`config.mk`:
```
export PLATFORM = sky130hd
export DESIGN_NAME = speed_ramp_pi_current_command_flat
export DESIGN_NICKNAME = d
export VERILOG_FILES = /design/src/rtl/spr_pkg.sv /design/src/rtl/spr_if.sv /design/src/rtl/speed_ramp_pi_current_command.sv /design/src/rtl/spr_regs.sv /design/src/flat_wrapper.sv
export SDC_FILE = /design/constraint.sdc
export NUM_CORES = 2
export LEC_CHECK = 0
export BUFFER_PORTS_ARGS = -buffer_cell sky130_fd_sc_hd__buf_4
export CAP_MARGIN = 20
export CORE_MARGIN = 4
export CORE_UTILIZATION = 60
export CTS_BUF_LIST = sky130_fd_sc_hd__clkbuf_8
export DETAILED_ROUTE_END_ITERATION = 8
export PLACE_DENSITY = 0.75
export SETUP_SLACK_MARGIN = 0.15
export SLEW_MARGIN = 20
export SYNTH_ARGS = -nofsm -noshare
export SYNTH_HDL_FRONTEND = slang
export SYNTH_SLANG_ARGS = --single-unit
```
`constraint.sdc`:
```
create_clock -name i_clk -period 25.5 [get_ports i_clk]
set_clock_uncertainty 0.1 [all_clocks]
set_input_delay 2.55 -clock i_clk [delete_from_list [all_inputs] [get_ports i_clk]]
set_output_delay 2.55 -clock i_clk [all_outputs]
set_load 0.05 [all_outputs]
```
`src/rtl/spr_pkg.sv`:
```
`timescale 1ns / 1ps
// ----------------------------------------------------------------------------
// spr_pkg
// Shared types and constants for the speed ramp and PI current command block.
// ----------------------------------------------------------------------------
package spr_pkg;

    // Field widths
    localparam int SPEED_W  = 16;
    localparam int STEP_W   = 15;
    localparam int GAIN_W   = 20;
    localparam int LIMIT_W  = 17;
    localparam int INTEG_W  = 18;
    localparam int ERR_W    = SPEED_W + 1;
    localparam int SUM_W    = INTEG_W + 1;

    // Gain products and their Q15 terms
    localparam int GAIN_SHIFT   = 15;
    localparam int PROP_PROD_W  = ERR_W + GAIN_W + 1;
    localparam int INTEG_PROD_W = INTEG_W + GAIN_W + 1;
    localparam int PROP_TERM_W  = PROP_PROD_W - GAIN_SHIFT;
    localparam int INTEG_TERM_W = INTEG_PROD_W - GAIN_SHIFT;
    localparam int CMD_W        = INTEG_TERM_W + 1;

    // APB register port
    localparam int APB_DATA_W = 32;
    localparam int APB_ADDR_W = 5;
    localparam int REG_IDX_W  = 3;

    localparam logic [REG_IDX_W-1:0] REG_ACCEL_STEP      = 3'd0;
    localparam logic [REG_IDX_W-1:0] REG_DECEL_STEP      = 3'd1;
    localparam logic [REG_IDX_W-1:0] REG_PROP_GAIN       = 3'd2;
    localparam logic [REG_IDX_W-1:0] REG_INTEG_GAIN      = 3'd3;
    localparam logic [REG_IDX_W-1:0] REG_INTEGRAL_LIMIT  = 3'd4;
    localparam logic [REG_IDX_W-1:0] REG_COMMAND_MINIMUM = 3'd5;

    // Reset values
    localparam logic [STEP_W-1:0]         RST_ACCEL_STEP      = 15'd10;
    localparam logic [STEP_W-1:0]         RST_DECEL_STEP      = 15'd10;
    localparam logic [GAIN_W-1:0]         RST_PROP_GAIN       = 20'd64768;
    localparam logic [GAIN_W-1:0]         RST_INTEG_GAIN      = 20'd1400;
    localparam logic [LIMIT_W-1:0]        RST_INTEGRAL_LIMIT  = 17'd53000;
    localparam logic signed [SPEED_W-1:0] RST_COMMAND_MINIMUM = -16'sd2000;

    typedef logic signed [SPEED_W-1:0] t_speed;

    typedef struct packed {
        logic [STEP_W-1:0]         accel_step;
        logic [STEP_W-1:0]         decel_step;
        logic [GAIN_W-1:0]         prop_gain;
        logic [GAIN_W-1:0]         integ_gain;
        logic [LIMIT_W-1:0]        integral_limit;
        logic signed [SPEED_W-1:0] command_minimum;
    } t_cfg;

endpackage

```
`src/rtl/spr_if.sv`:
```
`timescale 1ns / 1ps
// ----------------------------------------------------------------------------
// spr_in_if / spr_out_if
// Valid/ready channels for control ticks in and current commands out.
// ----------------------------------------------------------------------------
interface spr_in_if;
    import spr_pkg::*;

    logic   valid;
    logic   ready;
    logic   motor_enabled;
    logic   in_run_state;
    t_speed target_speed;
    t_speed measured_speed;

    modport source (
        output valid, motor_enabled, in_run_state, target_speed, measured_speed,
        input  ready
    );
    modport sink (
        input  valid, motor_enabled, in_run_state, target_speed, measured_speed,
        output ready
    );
endinterface

interface spr_out_if;
    import spr_pkg::*;

    logic   valid;
    logic   ready;
    logic   command_valid;
    t_speed current_command;
    logic   clear_current_integrals;
    t_speed speed_reference;

    modport source (
        output valid, command_valid, current_command, clear_current_integrals,
               speed_reference,
        input  ready
    );
    modport sink (
        input  valid, command_valid, current_command, clear_current_integrals,
               speed_reference,
        output ready
    );
endinterface

```
`src/rtl/speed_ramp_pi_current_command.sv`:
```
`timescale 1ns / 1ps
// ----------------------------------------------------------------------------
// speed_ramp_pi_current_command
// Speed reference ramp and PI speed loop producing a q-axis current command.
// ----------------------------------------------------------------------------
// A tick is taken in every clock cycle while the pipeline can move. Its result
// passes through three register stages on its way to the output; the input
// transfer loads the first stage and the third is the output register. The
// ramp and the integral are updated at the transfer itself, so back-to-back
// ticks see each other's state. The second stage forms the two gain products,
// the third adds them and clamps the command into the output register.
// Registers are written over APB at byte address 4*index; write them only
// while no tick is in flight.
// ----------------------------------------------------------------------------
module speed_ramp_pi_current_command (
    input  logic                           i_clk,
    input  logic                           i_rst_n,
    spr_in_if.sink                         i_in,
    spr_out_if.source                      o_out,
    input  logic                           psel,
    input  logic                           penable,
    input  logic                           pwrite,
    input  logic [spr_pkg::APB_ADDR_W-1:0] paddr,
    input  logic [spr_pkg::APB_DATA_W-1:0] pwdata,
    output logic [spr_pkg::APB_DATA_W-1:0] prdata,
    output logic                           pready
);
    import spr_pkg::*;

    t_cfg w_cfg;

    spr_regs u_regs (
        .i_clk   (i_clk),
        .i_rst_n (i_rst_n),
        .psel    (psel),
        .penable (penable),
        .pwrite  (pwrite),
        .paddr   (paddr),
        .pwdata  (pwdata),
        .prdata  (prdata),
        .pready  (pready),
        .o_cfg   (w_cfg)
    );

    // Flow control
    logic r_v1, r_v2, r_v3;
    logic w_rdy1, w_rdy2, w_rdy3, w_acc;

    assign w_rdy3     = !r_v3 || o_out.ready;
    assign w_rdy2     = !r_v2 || w_rdy3;
    assign w_rdy1     = !r_v1 || w_rdy2;
    assign i_in.ready = w_rdy1;
    assign w_acc      = i_in.valid && w_rdy1;

    // Loop state
    logic signed [SPEED_W-1:0] r_ref, n_ref;
    logic signed [INTEG_W-1:0] r_integ, n_integ;

    // Stage 1: ramp, error and integral update
    logic signed [ERR_W-1:0]   w_diff, w_err, w_accel, w_decel_neg, w_step_sum;
    logic signed [SUM_W-1:0]   w_sum, w_lim, w_lim_neg;
    logic signed [INTEG_W-1:0] w_acc_clamped;
    logic                      w_zero;

    always_comb begin
        w_diff      = ERR_W'(i_in.target_speed) - ERR_W'(r_ref);
        w_accel     = $signed({2'b00, w_cfg.accel_step});
        w_decel_neg = -$signed({2'b00, w_cfg.decel_step});
        n_ref       = r_ref;
        w_step_sum  = '0;
        if (i_in.motor_enabled) begin
            if (w_diff > 0) begin
                w_step_sum = ERR_W'(r_ref) + w_accel;
                n_ref = (w_diff > w_accel) ? w_step_sum[SPEED_W-1:0] : i_in.target_speed;
            end else if (w_diff < 0) begin
                w_step_sum = ERR_W'(r_ref) + w_decel_neg;
                n_ref = (w_diff < w_decel_neg) ? w_step_sum[SPEED_W-1:0]
                                               : i_in.target_speed;
            end
        end

        w_zero    = (n_ref == '0);
        w_err     = ERR_W'(n_ref) - ERR_W'(i_in.measured_speed);
        w_sum     = SUM_W'(r_integ) + SUM_W'(w_err);
        w_lim     = $signed({2'b00, w_cfg.integral_limit});
        w_lim_neg = -w_lim;
        if (w_sum >= w_lim) begin
            w_acc_clamped = w_lim[INTEG_W-1:0];
        end else if (w_sum <= w_lim_neg) begin
            w_acc_clamped = w_lim_neg[INTEG_W-1:0];
        end else begin
            w_acc_clamped = w_sum[INTEG_W-1:0];
        end

        n_integ = r_integ;
        if (i_in.in_run_state) begin
            n_integ = w_zero ? '0 : w_acc_clamped;
        end
    end

    logic                      r1_run, r1_zero;
    logic signed [SPEED_W-1:0] r1_ref;
    logic signed [ERR_W-1:0]   r1_err;
    logic signed [INTEG_W-1:0] r1_acc;

    // Stage 2: gain products, floored Q15 terms
    logic signed [PROP_PROD_W-1:0]  w_prop_prod;
    logic signed [INTEG_PROD_W-1:0] w_integ_prod;

    assign w_prop_prod  = r1_err * $signed({1'b0, w_cfg.prop_gain});
    assign w_integ_prod = r1_acc * $signed({1'b0, w_cfg.integ_gain});

    logic                           r2_run, r2_zero;
    logic signed [SPEED_W-1:0]      r2_ref;
    logic signed [PROP_TERM_W-1:0]  r2_prop;
    logic signed [INTEG_TERM_W-1:0] r2_integ;

    // Stage 3: sum and clamp into [min(command_minimum, 0), 0]
    logic signed [CMD_W-1:0]   w_cmd_sum, w_lo;
    logic signed [SPEED_W-1:0] w_cmd;

    always_comb begin
        w_cmd_sum = CMD_W'(r2_prop) + CMD_W'(r2_integ);
        w_lo      = (w_cfg.command_minimum > 0) ? '0 : CMD_W'(w_cfg.command_minimum);
        if (!r2_run || r2_zero || w_cmd_sum >= 0) begin
            w_cmd = '0;
        end else if (w_cmd_sum <= w_lo) begin
            w_cmd = w_lo[SPEED_W-1:0];
        end else begin
            w_cmd = w_cmd_sum[SPEED_W-1:0];
        end
    end

    logic                      r3_valid_cmd, r3_clear;
    logic signed [SPEED_W-1:0] r3_cmd, r3_ref;

    always_ff @(posedge i_clk) begin
        if (!i_rst_n) begin
            r_v1    <= 1'b0;
            r_v2    <= 1'b0;
            r_v3    <= 1'b0;
            r_ref   <= '0;
            r_integ <= '0;
        end else begin
            if (w_rdy1) begin
                r_v1 <= i_in.valid;
            end
            if (w_rdy2) begin
                r_v2 <= r_v1;
            end
            if (w_rdy3) begin
                r_v3 <= r_v2;
            end
            if (w_acc) begin
                r_ref   <= n_ref;
                r_integ <= n_integ;
            end
        end
    end

    always_ff @(posedge i_clk) begin
        if (w_acc) begin
            r1_run  <= i_in.in_run_state;
            r1_zero <= w_zero;
            r1_ref  <= n_ref;
            r1_err  <= w_err;
            r1_acc  <= w_acc_clamped;
        end
        if (w_rdy2 && r_v1) begin
            r2_run   <= r1_run;
            r2_zero  <= r1_zero;
            r2_ref   <= r1_ref;
            r2_prop  <= w_prop_prod[PROP_PROD_W-1:GAIN_SHIFT];
            r2_integ <= w_integ_prod[INTEG_PROD_W-1:GAIN_SHIFT];
        end
        if (w_rdy3 && r_v2) begin
            r3_valid_cmd <= r2_run;
            r3_clear     <= r2_run && r2_zero;
            r3_cmd       <= w_cmd;
            r3_ref       <= r2_ref;
        end
    end

    assign o_out.valid                   = r_v3;
    assign o_out.command_valid           = r3_valid_cmd;
    assign o_out.current_command         = r3_cmd;
    assign o_out.clear_current_integrals = r3_clear;
    assign o_out.speed_reference         = r3_ref;

endmodule

```
`src/rtl/spr_regs.sv`:
```
`timescale 1ns / 1ps
// ----------------------------------------------------------------------------
// spr_regs
// APB register file holding ramp steps, PI gains and clamp limits.
// ----------------------------------------------------------------------------
module spr_regs (
    input  logic                           i_clk,
    input  logic                           i_rst_n,
    input  logic                           psel,
    input  logic                           penable,
    input  logic                           pwrite,
    input  logic [spr_pkg::APB_ADDR_W-1:0] paddr,
    input  logic [spr_pkg::APB_DATA_W-1:0] pwdata,
    output logic [spr_pkg::APB_DATA_W-1:0] prdata,
    output logic                           pready,
    output spr_pkg::t_cfg                  o_cfg
);
    import spr_pkg::*;

    t_cfg                 r_cfg;
    logic [REG_IDX_W-1:0] w_idx;
    logic                 w_wr;

    assign w_idx  = paddr[APB_ADDR_W-1:2];
    assign w_wr   = psel && penable && pwrite;
    assign pready = 1'b1;
    assign o_cfg  = r_cfg;

    always_ff @(posedge i_clk) begin
        if (!i_rst_n) begin
            r_cfg.accel_step      <= RST_ACCEL_STEP;
            r_cfg.decel_step      <= RST_DECEL_STEP;
            r_cfg.prop_gain       <= RST_PROP_GAIN;
            r_cfg.integ_gain      <= RST_INTEG_GAIN;
            r_cfg.integral_limit  <= RST_INTEGRAL_LIMIT;
            r_cfg.command_minimum <= RST_COMMAND_MINIMUM;
        end else if (w_wr) begin
            unique case (w_idx)
                REG_ACCEL_STEP:      r_cfg.accel_step      <= pwdata[STEP_W-1:0];
                REG_DECEL_STEP:      r_cfg.decel_step      <= pwdata[STEP_W-1:0];
                REG_PROP_GAIN:       r_cfg.prop_gain       <= pwdata[GAIN_W-1:0];
                REG_INTEG_GAIN:      r_cfg.integ_gain      <= pwdata[GAIN_W-1:0];
                REG_INTEGRAL_LIMIT:  r_cfg.integral_limit  <= pwdata[LIMIT_W-1:0];
                REG_COMMAND_MINIMUM: r_cfg.command_minimum <= pwdata[SPEED_W-1:0];
                default: ;
            endcase
        end
    end

    always_comb begin
        unique case (w_idx)
            REG_ACCEL_STEP:
                prdata = {{(APB_DATA_W-STEP_W){1'b0}}, r_cfg.accel_step};
            REG_DECEL_STEP:
                prdata = {{(APB_DATA_W-STEP_W){1'b0}}, r_cfg.decel_step};
            REG_PROP_GAIN:
                prdata = {{(APB_DATA_W-GAIN_W){1'b0}}, r_cfg.prop_gain};
            REG_INTEG_GAIN:
                prdata = {{(APB_DATA_W-GAIN_W){1'b0}}, r_cfg.integ_gain};
            REG_INTEGRAL_LIMIT:
                prdata = {{(APB_DATA_W-LIMIT_W){1'b0}}, r_cfg.integral_limit};
            REG_COMMAND_MINIMUM:
                prdata = {{(APB_DATA_W-SPEED_W){r_cfg.command_minimum[SPEED_W-1]}},
                          r_cfg.command_minimum};
            default:
                prdata = '0;
        endcase
    end

endmodule
```
`src/flat_wrapper.sv`:
```
// flat-port wrapper written by rule: the top's interface ports become plain ports
module speed_ramp_pi_current_command_flat import spr_pkg::*;
  (i_clk, i_rst_n, psel, penable, pwrite, paddr, pwdata, prdata, pready, i_in_valid, i_in_motor_enabled, i_in_in_run_state, i_in_target_speed, i_in_measured_speed, i_in_ready, o_out_valid, o_out_command_valid, o_out_current_command, o_out_clear_current_integrals, o_out_speed_reference, o_out_ready);
  spr_in_if i_in_i ();
  spr_out_if o_out_i ();
  input  logic i_clk;
  input  logic i_rst_n;
  input  logic psel;
  input  logic penable;
  input  logic pwrite;
  input  logic [spr_pkg::APB_ADDR_W-1:0] paddr;
  input  logic [spr_pkg::APB_DATA_W-1:0] pwdata;
  output logic [spr_pkg::APB_DATA_W-1:0] prdata;
  output logic pready;
  input wire logic [$bits(i_in_i.valid)-1:0] i_in_valid;
  input wire logic [$bits(i_in_i.motor_enabled)-1:0] i_in_motor_enabled;
  input wire logic [$bits(i_in_i.in_run_state)-1:0] i_in_in_run_state;
  input wire logic [$bits(i_in_i.target_speed)-1:0] i_in_target_speed;
  input wire logic [$bits(i_in_i.measured_speed)-1:0] i_in_measured_speed;
  output wire logic [$bits(i_in_i.ready)-1:0] i_in_ready;
  output wire logic [$bits(o_out_i.valid)-1:0] o_out_valid;
  output wire logic [$bits(o_out_i.command_valid)-1:0] o_out_command_valid;
  output wire logic [$bits(o_out_i.current_command)-1:0] o_out_current_command;
  output wire logic [$bits(o_out_i.clear_current_integrals)-1:0] o_out_clear_current_integrals;
  output wire logic [$bits(o_out_i.speed_reference)-1:0] o_out_speed_reference;
  input wire logic [$bits(o_out_i.ready)-1:0] o_out_ready;
  assign i_in_i.valid = i_in_valid;
  assign i_in_i.motor_enabled = i_in_motor_enabled;
  assign i_in_i.in_run_state = i_in_in_run_state;
  assign i_in_i.target_speed = i_in_target_speed;
  assign i_in_i.measured_speed = i_in_measured_speed;
  assign i_in_ready = i_in_i.ready;
  assign o_out_valid = o_out_i.valid;
  assign o_out_command_valid = o_out_i.command_valid;
  assign o_out_current_command = o_out_i.current_command;
  assign o_out_clear_current_integrals = o_out_i.clear_current_integrals;
  assign o_out_speed_reference = o_out_i.speed_reference;
  assign o_out_i.ready = o_out_ready;
  speed_ramp_pi_current_command u_core (.i_clk(i_clk), .i_rst_n(i_rst_n), .i_in(i_in_i), .o_out(o_out_i), .psel(psel), .penable(penable), .pwrite(pwrite), .paddr(paddr), .pwdata(pwdata), .prdata(prdata), .pready(pready));
endmodule
```
Word level (Yosys, flattened, before mapping) --
Cells that the tools add are included.
Word-level totals: register bits after elaboration 292, bits in latches 0, RAM bits 0, memory bits (read-only) 0, bits of input ports 78, output and inout bits 69, word-level logic and storage cells 84, memories 0
Cells by class: add/sub/neg operators 8, $mul 2, divide/modulo/power cells 0, magnitude comparators 9, equal/unequal tests 5, shifts and indexed selects 0, mux-type cells 11, bitwise logic cells 0, reduce and logical (&&, ||, !) cells 24
Operators by type and width (count):
- $pmux 32 s6 | 1
- $mux 16 | 6
- $mux 18 | 3
- $mul 18x21->39 | 1
- $mul 17x21->38 | 1
- $sub 16x16->17 | 2
- $add 16x16->16 | 2
- $add 23x24->25 | 1
- $ge 25x1->1 const B | 1
- $le 25x25->1 | 1
- $mux 25 | 1
- $add 18x17->19 | 1
- $ge 19x18->1 | 1
- $le 19x19->1 | 1
- $neg 17->19 | 1
- $gt 17x1->1 const B | 1
- $gt 17x16->1 | 1
- $lt 17x1->1 const B | 1
- $lt 17x17->1 | 1
- $neg 15->17 | 1
- $gt 16x1->1 const B | 1
- $logic_not 16->1 | 1
- $reduce_and 2->1 | 7
- $eq 3x2->1 const B | 2
- 6 further kinds | 19

Logic depth before layout (Yosys ltp) --
depth after elaboration 12, depth in mapped cells 56, gate-level depth less buffers 53

Hierarchy --
A second synthesis with hierarchy kept.
Unflattened totals: cells, all modules 4654, area total of the unflattened synthesis 42315.6 µm²
By module, submodules not included:
- speed_ramp_pi_current_command | instances 1, cells each 4144, area each 37472.2 µm², sequential area each 5305.1 µm²
- spr_regs | instances 1, cells each 510, area each 4843.4 µm², sequential area each 2062.0 µm²

Least setup slack after synthesis --
Ideal clock, no wire load.
path kind input-to-reg, start point input i_in_target_speed[0], end point register u_core.r_integ[17], library setup time 117 ps, arrival time 12029 ps, data required time 25283 ps, path slack 13254 ps, stages 54, path buffers 5, cell sequence inv_1 > ha_1 > fa_1 > nor2b_1 > o31a_1 > clkbuf_1 > o211a_1 > a21boi_1 > nor2_1 > inv_2 > ha_1 > buf_2 > nand3_1 > a2111oi_4 > o21a_1 > buf_6 > nor2_1 > o32a_1 > [... 18 more ...] > nor2_1 > xnor2_1 > ha_1 > nand2_1 > nor2_1 > o21ai_0 > a31oi_1 > o221ai_1 > nand2b_1 > nand2_1 > a21boi_1 > o211ai_1 > clkbuf_1 > buf_2 > nor2_1 > a21oi_1 > nor2_1 > a32o_1
Between the ends: cells in the longest elaborated chain, start to end 12, elaborated cells on any way between the ends 18, classes of those cells add/sub: 3; order compare: 6; mux: 8; reduce/logical: 1
RTL lines:
- start: declaration | line flat_wrapper.sv:18 | input wire logic [$bits(i_in_i.target_speed)-1:0] i_in_target_speed;
- $sub 16x16->17 (*) | line speed_ramp_pi_current_command.sv:66 | w_diff = ERR_W'(i_in.target_speed) - ERR_W'(r_ref);
- $lt 17x17->1 | line speed_ramp_pi_current_command.sv:77 | n_ref = (w_diff < w_decel_neg) ? w_step_sum[SPEED_W-1:0]
- $mux 16 | line speed_ramp_pi_current_command.sv:77
- $mux 16 | line speed_ramp_pi_current_command.sv:75 | end else if (w_diff < 0) begin
- $mux 16 (*) | line speed_ramp_pi_current_command.sv:72 | if (w_diff > 0) begin
- $mux 16 (*) | line speed_ramp_pi_current_command.sv:71 | if (i_in.motor_enabled) begin
- net u_core.n_ref[1] | line speed_ramp_pi_current_command.sv:56 | logic signed [SPEED_W-1:0] r_ref, n_ref;
- $sub 16x16->17 (*) | line speed_ramp_pi_current_command.sv:83 | w_err = ERR_W'(n_ref) - ERR_W'(i_in.measured_speed);
- net u_core.w_err[13] | line speed_ramp_pi_current_command.sv:60 | logic signed [ERR_W-1:0] w_diff, w_err, w_accel, w_decel_neg, w_step_sum;
- $add 18x17->19 (*) | line speed_ramp_pi_current_command.sv:84 | w_sum = SUM_W'(r_integ) + SUM_W'(w_err);
- $le 19x19->1 | line speed_ramp_pi_current_command.sv:89 | end else if (w_sum <= w_lim_neg) begin
- $mux 18 | line speed_ramp_pi_current_command.sv:89
- $mux 18 (*) | line speed_ramp_pi_current_command.sv:87 | if (w_sum >= w_lim) begin
- net u_core.w_acc_clamped[17] | line speed_ramp_pi_current_command.sv:62 | logic signed [INTEG_W-1:0] w_acc_clamped;
- $mux 18 (*) | line speed_ramp_pi_current_command.sv:97 | n_integ = w_zero ? '0 : w_acc_clamped;
- end signal: assignment | line speed_ramp_pi_current_command.sv:156 | r_integ <= n_integ;
- end: declaration | line speed_ramp_pi_current_command.sv:57 | logic signed [INTEG_W-1:0] r_integ, n_integ;
The timed path passes the listed nets; every way through them passes the cells marked *. A chain may end at the register's enable or synchronous reset.

Final worst setup path --
start point input i_in_target_speed[0], end point register u_core.r_integ[3]
The elaborated chain is that of the path after synthesis.

==> out/qor.txt <==
RSZ-0062 raised after global routing -> no
max-slew violations -> 0
Net Count, Synth -> 5,743
largest net degree at the start of global routing -> 88
Post-CTS Setup Bufs -> 0
maximum clock frequency -> 69.6 MHz
CTS buffer count -> 49
CTS tree -> yes
total track usage -> 31.6%
initial detailed-routing violation count -> 3,174
Layout Nets -> 5,753
DRC -> 0
Core Rows -> 96
Root Buffer -> clkbuf_8
syn_area_per_cell -> 8.94 µm²
Netlist cell types -> 96
yosys warns -> 0
initial core utilization -> 60.6%
GPL Wtd Cong -> 0.973
Worst slew margin -> 25.0%
most frequent CP cell -> o21ai_0
Max Buffers Root-to-Sink -> 3
Hold WC Path Type -> reg2reg
post-cts sizing count -> 0
drt wl/cell -> 20.7 µm
gr ovfl total -> 0
crit path DAT -> 14.85 ns
crit path kind -> in2reg
Least-Margin Pin Slew -> 1.12 ns
setup_tns -> 0 ns
Vias -> 33,400
Tmin final -> 14.37 ns
DRT Wirelength -> 117 mm
share of cells above drive strength 1 -> 6.53%
Post-DRT Antenna Nets -> 0
DR pass1 iterations -> 6
max-capacitance violation count -> 0
Fin Hold WS -> 0.316 ns
vias in the first global route -> 33,600
Post-Synthesis Cells -> 4,652
first-pass GRT wire length -> 183 mm
Via density -> 5.93
type of destination of the critical path -> flop
number of enable flip-flop cells after synthesis -> 152
Hold-fix buffers, CTS -> 0
DIE AREA -> 73,600 µm²
Worst Path Max Fanout -> 34
CTS H-tree lvls -> 2
# fillers -> 5,797
Sink Count -> 292
Port Buffers -> 131
Worst-path clk slew -> 0.06 ns
top_reg_cell synth -> edfxtp_1
DP Wirelength -> 91.8 mm
worst skew pair latency -> 0.63 ns
pre-CTS setup slack -> 10.66 ns
final setup fails -> 0
initial antenna violation count -> 5
core area -> 68,700 µm²
post-synthesis sequential area ratio -> 17.7%
die height -> 271 µm
status -> completed
die width -> 271 µm
Critical-path top delay cell -> o21ai_4
Synth Register Bits -> 292
worst setup margin -> 11.13 ns
period utilization -> 56.4%
most common cell after layout, fill and taps aside -> inv_1
Final Hold Fails -> 0
ys async rst share -> 0%
Syn Std Cell Area -> 41,600 µm²
most frequent cells in the layout -> inv_1 (771), nand2_1 (726), fa_1 (561)
IO Pins -> 147
CP max stage delay -> 0.65 ns
required time of the worst setup path -> 25.97 ns
Syn-to-layout area delta -> 6.79%
CP Launch Type -> input port
-- synth_stat cells (9+ instances only) --
cell type / n / area (µm²)
inv_1: 755 / 2830
nand2_1: 726 / 2730
fa_1: 561 / 11200
ha_1: 452 / 5660
and2_1: 271 / 1700
clkbuf_1: 216 / 811
edfxtp_1: 152 / 4560
dfxtp_1: 140 / 2800
nor2_1: 137 / 514
xnor2_1: 110 / 963
a21boi_0: 101 / 758
a21oi_1: 99 / 495
nand3_1: 99 / 495
o21ai_0: 80 / 400
nand2b_1: 58 / 363
nor3_1: 52 / 260
a22oi_1: 50 / 375
a21o_1: 49 / 368
o21a_1: 41 / 308
a211oi_1: 36 / 270
or3_1: 35 / 219
nor2b_1: 30 / 188
and3_1: 27 / 169
xor2_1: 27 / 236
o211ai_1: 23 / 173
a31oi_1: 19 / 119
a32o_1: 18 / 180
and4_1: 14 / 123
mux2i_1: 14 / 140
buf_4: 13 / 97.6
nor4_1: 13 / 81.3
a32oi_1: 12 / 105
nand4_1: 10 / 62.6
o21bai_1: 10 / 75.1
a2111oi_0: 9 / 78.8
o211a_1: 9 / 90.1
o221ai_1: 9 / 78.8
-- logic make-up (layout without fill, tap and decap cells) --
kind of cell / after synthesis / count (layout) / synth area share, %
adder cells (fa/ha/maj): 1014 / 1014 / 40.6
other: 1 / 5 / 0.00901
flip-flops: 292 / 292 / 17.7
buffers and inverters: 998 / 1048 / 9.17
multiplexers: 17 / 17 / 0.418
AND/OR/NAND/NOR: 1515 / 1515 / 17.4
XOR/XNOR: 137 / 137 / 2.88
AO/OA/AOI/OAI: 678 / 678 / 11.8
-- layout make-up --
type / count / area (µm²) / share of cell area, %
well taps: 931 / 1160 / 2.62
clock inverters: 38 / 324 / 0.729
multi-input cells: 3362 / 30500 / 68.6
clock buffers: 53 / 729 / 1.64
diodes: 4 / 10.0 / 0.0225
flip-flops and latches: 292 / 7370 / 16.6
repair buffers: 199 / 1510 / 3.39
inverters: 758 / 2850 / 6.40
-- worst paths after layout --
| kind | startpoint | end | slack (ns) | cells past startpoint |
|---|---|---|---|---|
| worst max register to register | u_core.r_ref[1] | u_core.r_integ[3] | 12.63 | 47 |
| worst max-delay path | i_in_target_speed[0] | u_core.r_integ[3] | 11.13 | 45 |
| worst min-delay path | u_core.r1_ref[5] | u_core.r2_ref[5] | 0.32 | 0 |
| worst min register to register | u_core.r1_ref[5] | u_core.r2_ref[5] | 0.32 | 0 |
-- stage by stage --
stage          std cells  area, µm²  utilization [%]
3_3_place_gp        5541      43300             63.1
5_1_grt             5635      44400             64.7
2_1_floorplan       4652      41600                -
4_1_cts             5632      44400             64.6
3_5_place_dp        5541      43300             63.1
6_report            5637      44400             64.7
-- state kept, by name (all words and copies together), names as in the netlist, 16 cells and up --
| name | cells |
|---|---|
| u_core.r1_err | 17 |
| u_core.r2_integ | 24 |
| u_core.o_out.current_command | 16 |
| u_core.o_out.speed_reference | 16 |
| u_core.r1_ref | 16 |
| u_core.r1_acc | 18 |
| u_core.r_ref | 16 |
| u_core.r2_ref | 16 |
| u_core.u_regs.o_cfg | 103 |
| u_core.r_integ | 18 |
| u_core.r2_prop | 23 |
-- per-layer routing --
layer,wire length [µm],vias to the layer above,GRT usage (%),part of all wire (%)
li1,-,15100,-,-
met1,45900,16400,41.1,39
met2,53200,1533,51.4,45
met3,11700,321,6.78,10
met4,6140,0,13.7,5.2
met5,0,-,0,0
-- worst max-delay path, delay by kind of cell --
kind            cells  cell delay (ns)
xor+xnor            1             0.24
simple gates       10             2.19
mux                 1             0.16
buf+inv             3             0.38
fa+ha+maj           6             2.02
compound gates     24             7.28
Power is not shown: default switching activity piles up to over one toggle a cycle in this logic, so the estimate is an artifact.
